--- src/rtl/assert_macros.svh ---
// concurrent assertion helpers, clocked on clk and quiet during rst
`ifndef ASSERT_MACROS_SVH
`define ASSERT_MACROS_SVH

// same-cycle implication
`define SPMQ_ASSERT(label, ante, cons, msg) \
  label: assert property (@(posedge clk) disable iff (rst) (ante) |-> (cons)) \
    else $error(msg);

// next-cycle implication
`define SPMQ_ASSERT_NEXT(label, ante, cons, msg) \
  label: assert property (@(posedge clk) disable iff (rst) (ante) |=> (cons)) \
    else $error(msg);

`endif

--- src/rtl/spmq_pkg.sv ---
package spmq_pkg;

  // result status codes
  localparam logic [1:0] STAT_PUSHED  = 2'd0;
  localparam logic [1:0] STAT_DROPPED = 2'd1;
  localparam logic [1:0] STAT_POPPED  = 2'd2;
  localparam logic [1:0] STAT_EMPTY   = 2'd3;

  // classified command handed from front to back
  typedef struct packed {
    logic        is_pop;
    logic [1:0]  level;
    logic [7:0]  sender;
    logic [7:0]  receiver;
    logic [15:0] content;
    logic [31:0] send_time;
  } cmd_t;

  // stored message record
  typedef struct packed {
    logic [31:0] number;
    logic [31:0] send_time;
    logic [15:0] content;
    logic [7:0]  receiver;
    logic [7:0]  sender;
  } rec_t;

  // one result word
  typedef struct packed {
    logic [1:0]  status;
    logic [31:0] number;
    logic [1:0]  level;
    logic [7:0]  sender;
    logic [7:0]  receiver;
    logic [15:0] content;
    logic [31:0] send_time;
  } res_t;

  typedef enum logic {
    S_IDLE,
    S_READ
  } state_t;

endpackage

--- src/rtl/spmq_front.sv ---
`include "assert_macros.svh"

module spmq_front
  import spmq_pkg::*;
#(
  parameter int PRIORITY_LEVELS = 4
) (
  input  logic        clk,
  input  logic        rst,
  input  logic        in_valid,
  output logic        in_ready,
  input  logic        in_action,
  input  logic [1:0]  in_level,
  input  logic [7:0]  in_sender,
  input  logic [7:0]  in_receiver,
  input  logic [15:0] in_content,
  input  logic [31:0] in_time,
  output logic        cmd_valid,
  input  logic        cmd_ready,
  output cmd_t        cmd
);

  localparam logic [1:0] LVL_MAX =
    (PRIORITY_LEVELS > 4) ? 2'd3 : 2'(PRIORITY_LEVELS - 1);

  cmd_t       q [2];
  logic       wr_ptr;
  logic       rd_ptr;
  logic [1:0] count;
  logic [1:0] count_next;
  logic       in_take;
  logic       out_take;
  cmd_t       cmd_in;

  always_comb begin
    cmd_in.is_pop    = in_action;
    // levels past the top one fold onto the top one
    cmd_in.level     = (in_level > LVL_MAX) ? LVL_MAX : in_level;
    cmd_in.sender    = in_sender;
    cmd_in.receiver  = in_receiver;
    cmd_in.content   = in_content;
    cmd_in.send_time = in_time;
  end

  assign in_ready  = (count != 2'd2);
  assign in_take   = in_valid && in_ready;
  assign cmd_valid = (count != 2'd0);
  assign out_take  = cmd_valid && cmd_ready;
  assign cmd       = q[rd_ptr];

  always_comb begin
    count_next = count;
    if (in_take && !out_take) begin
      count_next = count + 2'd1;
    end else if (!in_take && out_take) begin
      count_next = count - 2'd1;
    end
  end

  always_ff @(posedge clk) begin
    if (rst) begin
      wr_ptr <= 1'b0;
      rd_ptr <= 1'b0;
      count  <= 2'd0;
    end else begin
      count <= count_next;
      if (in_take) begin
        wr_ptr <= ~wr_ptr;
      end
      if (out_take) begin
        rd_ptr <= ~rd_ptr;
      end
    end
  end

  always_ff @(posedge clk) begin
    if (in_take) begin
      q[wr_ptr] <= cmd_in;
    end
  end

  `SPMQ_ASSERT_NEXT(a_fill_up, in_take && !out_take, count == $past(count) + 2'd1, "queue count did not grow")
  `SPMQ_ASSERT_NEXT(a_fill_down, out_take && !in_take, count == $past(count) - 2'd1, "queue count did not shrink")
  `SPMQ_ASSERT(a_count_max, 1'b1, count != 2'd3, "queue count out of range")

endmodule

--- config.mk ---
export PLATFORM = sky130hd
export DESIGN_NAME = spmq_front
export DESIGN_NICKNAME = d
export VERILOG_FILES = /design/src/rtl/spmq_pkg.sv /design/src/rtl/spmq_front.sv
export VERILOG_INCLUDE_DIRS = /design/src /design/src/rtl
export SDC_FILE = /design/constraint.sdc
export NUM_CORES = 1
export LEC_CHECK = 0
export BUFFER_PORTS_ARGS = -buffer_cell sky130_fd_sc_hd__buf_2
export CAP_MARGIN = 20
export CORE_AREA = 5 5 102 104
export DETAILED_ROUTE_END_ITERATION = 10
export DIE_AREA = 0 0 107 109
export HOLD_SLACK_MARGIN = 0.15
export PLACE_DENSITY = 0.82
export SLEW_MARGIN = 20
export SYNTH_ARGS = -nofsm -noshare
export SYNTH_HDL_FRONTEND = slang
export SYNTH_SLANG_ARGS = --single-unit
export TNS_END_PERCENT = 20
--- constraint.sdc ---
create_clock -name clk -period 4.4 [get_ports clk]
set_clock_uncertainty 0.05 [all_clocks]
set_input_delay 0.88 -clock clk [delete_from_list [all_inputs] [get_ports clk]]
set_output_delay 0.88 -clock clk [all_outputs]
set_load 0.01 [all_outputs]
# Yosys cells after proc, flatten, opt, wreduce, memory -nomap -nowiden
# Memories as Yosys holds them, arrays and structs flattened. A register that Yosys moved wholly into a read port is not among the register bits.
# Cells that the tools add are included.
# Widths: inputs -> output; s select.
# classes
n_mux,7
magnitude_cmp,1
n_eq_ne,1
bitwise_logic,2
n_reduce_logical,8
n_addsub,2
# ops
cell,count
$mux 2,3
$logic_and 1x1->1,4
$mux 1,4
$reduce_bool 2->1,2
$add 2x1->2 const B,1
$gt 2x2->1 const B,1
$logic_not 1->1,2
$ne 2x2->1 const B,1
$not 1->1,2
$sub 2x1->2 const B,1
# word_totals
mem_bits_rw,134
out_inout_bits,69
register_bits,4
mem_count,1
in_bits,71
elab_cells,25
# mem_list
name,depth,word_bits,read_ports,rd_ports_with_merged_regs,write_ports,line_no,source
q,2,67,1,1,1,spmq_front.sv:26,cmd_t q [2];

# Longest topological paths before layout
# depth
ltp_word,6
ltp_mapped,6
depth_no_buf,6

# Worst setup path after synthesis
# Ideal clock, no wire load.
# synth_timing
path_type,input-to-reg
start,in in_valid
end,"mem q[1][0] in the netlist's numbering, enable pin"
path_slack_ps,1415
arrival_ps,2502
path_stages,1
n_path_buf,0
t_required_ps,3917
setup_time_ps,433
path_cell_list,and3_1
# synth_via
elab_chain_len,3
# synth_lines
element,line_no,source
from (decl),spmq_front.sv:10,"input logic in_valid,"
$logic_and 1x1->1,spmq_front.sv:46,assign in_take = in_valid && in_ready;
$mux 1,spmq_front.sv:77,if (in_take) begin
$mux 1 (not written as such),spmq_front.sv:78,q[wr_ptr] <= cmd_in;
to (decl),spmq_front.sv:26,
# Every way passes these cells.

==> flow_summary.json <==
{
  "die_area_mm2": 0.01166,
  "antenna_found_initial": 0,
  "dpl.hpwl_um": 6104,
  "crit_buf_inv": 2,
  "ys_seq_elements": 139,
  "vias": 2600,
  "cts_resized": 0,
  "final_common_cell": "buf_2",
  "grt_first_pass_wirelength_um": 13250,
  "post_cts_buffers": 0,
  "setup_violations": 0,
  "end_kind": "primary output",
  "synthCells": 232,
  "io_buffers": 139,
  "critPathKind": "register to primary output",
  "area_growth_pct": 28.43,
  "power.density_mw_per_mm2": 611.9,
  "layout_common_cells": "buf_2 (139), edfxtp_1 (134), mux2_2 (67), clkbuf_16 (16), buf_4 (6)",
  "synth-seq-area-share": 0.8154,
  "n_antenna_cell": 0,
  "dp.cells": 484,
  "r2r_end": "q[1][62]$_DFFE_PP_",
  "drv_cap": 0,
  "path_max_fanout": 31,
  "grt_util_met1": 0.1725,
  "multi_input_area_um2": 874.6,
  "rsz0062_at_grt": "no",
  "slowest_delay_ps": 540,
  "dp_slack_ps": 1755,
  "final_net_count": 461,
  "ff2ff_path_depth": 3,
  "initial_utilization": 0.5347,
  "first_global_vias": 2769,
  "cts_hold_buf": 0,
  "worstPathRequired_ps": 3470,
  "place_congestion": 0.7052,
  "min_period_over_period": 0.6737,
  "die_w_um": 107,
  "fill_cells": 628,
  "status": "finished, final reports clean",
  "synth_warnings": 0,
  "seqCellArea_mm2": 0.004125,
  "grt_overflow": 0,
  "final_util": 0.6866,
  "rows": 36,
  "synth_fp_nets": 304,
  "maxSlewViolCount": 0,
  "hold_path.class": "register to register",
  "cts_sinks": 139,
  "max_freq_mhz": 337.4,
  "slowest_stage": "dfxtp_2",
  "clk_root_buffer_cell": "clkbuf_8",
  "viasPerCell": 5.039,
  "period_minus_slack_ps": 2964,
  "coreArea_mm2": 0.009459,
  "drc_errors": 0,
  "leakage_nw": 2.458,
  "r2r_start": "count[0]$_SDFFE_PP0P_",
  "clk_pin_slew_worst_paths_ps": 50,
  "worst_hold_path.endpoint": "rd_ptr$_SDFFE_PP0P_",
  "dr.pass1.iters": 4,
  "synth.avg_cell_area_um2": 21.80,
  "cp_cell_sequence": "buf_4 -> mux2_2 -> buf_2",
  "peakVddDrop_mv": 0.4238,
  "setup-tns-final_ps": 0,
  "critPathTopFamily": "buffers and inverters",
  "clock_path_buffers": 2,
  "finalNonFillerCells": 516,
  "htree_num_levels": 4,
  "drive_above_1_share": 0.6119,
  "finalPower_mw": 3.974,
  "grt_busiest_layer": "met2",
  "pin_count": 140,
  "grt_max_degree": 32,
  "finalHoldViolCount": 0,
  "slew-limit-headroom": 0.5125,
  "grtUsageMet2": 0.2612,
  "numCtsBuffers": 17,
  "worst_pin_slew_ps": 731.2,
  "die_h_um": 109,
  "wl_per_cell_um": 17.05,
  "fin_ws_ps": 1436,
  "grtUsageTotal": 0.1556,
  "worstSkewPairLatency_ps": 510,
  "ant_nets": 0,
  "grt.met3_usage": 0.07105,
  "cts_tree": "built",
  "ys_types": 19,
  "r2r_slack_ps": 2140,
  "wl_um": 8796,
  "cp_data_arrival_time_ps": 2030,
  "hold_depth": 2,
  "min_from": "rd_ptr$_SDFFE_PP0P_",
  "critPathLaunchType": "register",
  "syn_area_mm2": 0.005057,
  "drt_iter0_markers": 146
}
worst max path at each step:
stage | endpoint | start | slack [ps] | depth (start not counted)
finish | cmd[46] | register | 1440 | 3
detailed placement | q[1][61]$_DFFE_PP_ | in_valid | 1750 | 3
global route | cmd[41] | register | 1330 | 3
CTS | cmd[41] | register | 1370 | 3
global placement | q[1][61]$_DFFE_PP_ | in_valid | 1810 | 3
floorplan | q[1][0]$_DFFE_PP_ | in_valid | 1420 | 1
flip-flops by register name (all words and copies together) (netlist names), named ones only:
signal	count
q	134
count	2
rd_ptr	1
wr_ptr	1
kinds of logic after synthesis:
kind of cell | share of synthesized area
buffers and inverters | 0.01187
muxes | 0.1492
DFF | 0.8154
and+or+nand+nor | 0.009900
xor gates and xnor gates | 0.005196
adders and majority gates | 0.002474
AOI/OAI and AO/OA | 0.005938
tightest hold or removal path: stages (launching register included):
cell,delay [ps]
dfxtp_1,330
xor2_1,80
nor2_1,70
cell usage after synthesis:
| cell | n | area (um2) |
|---|---|---|
| and3_1 | 1 | 6.260 |
| or3_1 | 1 | 6.260 |
| mux2_2 | 67 | 754.5 |
| nand2b_1 | 1 | 6.260 |
| or2_2 | 1 | 6.260 |
| edfxtp_1 | 134 | 4024 |
| buf_6 | 3 | 33.78 |
| ha_1 | 1 | 12.51 |
| nand3b_1 | 1 | 7.510 |
| a21bo_2 | 1 | 10.01 |
| dfxtp_1 | 5 | 100.1 |
| inv_1 | 1 | 3.750 |
| nor2_1 | 3 | 11.26 |
| o21ai_0 | 2 | 10.01 |
| buf_4 | 1 | 7.510 |
| buf_2 | 3 | 15.01 |
| and2_1 | 1 | 6.260 |
| a21oi_1 | 2 | 10.01 |
| xor2_1 | 3 | 26.28 |
area by class of cell:
| type | count | share of cell area |
|---|---|---|
| Sequential cell | 139 | 0.6351 |
| Multi-Input combinational cell | 85 | 0.1347 |
| Timing Repair Buffer | 145 | 0.1140 |
| Clock buffer | 21 | 0.06762 |
| Clock inverter | 11 | 0.02601 |
| Tap cell | 114 | 0.02196 |
| Inverter | 1 | 0.0005779 |
per-layer routing:
metal,wire (um),vias up
met1,3397,1257
met3,749,12
li1,-,1234
met2,4534,97
met4,115,0
met5,0,-
power breakdown:
group          leakage [nW]  switching, mW  total, mW  internal (mW)
combinational         0.881          0.435      0.834          0.399
sequential             1.29         0.0596       1.72           1.66
clock                 0.284          0.492       1.43          0.933
per-stage QoR:
step | hold WS, ps | instance area [um2]
after global placement | 438.2 | 5887
after CTS | 470.7 | 6495
after floorplan | 420.5 | 5057
after detailed placement | 457.5 | 5887
after global routing | 474.8 | 6495
final | 464.8 | 6495
Power figures use the tool's default switching activity.
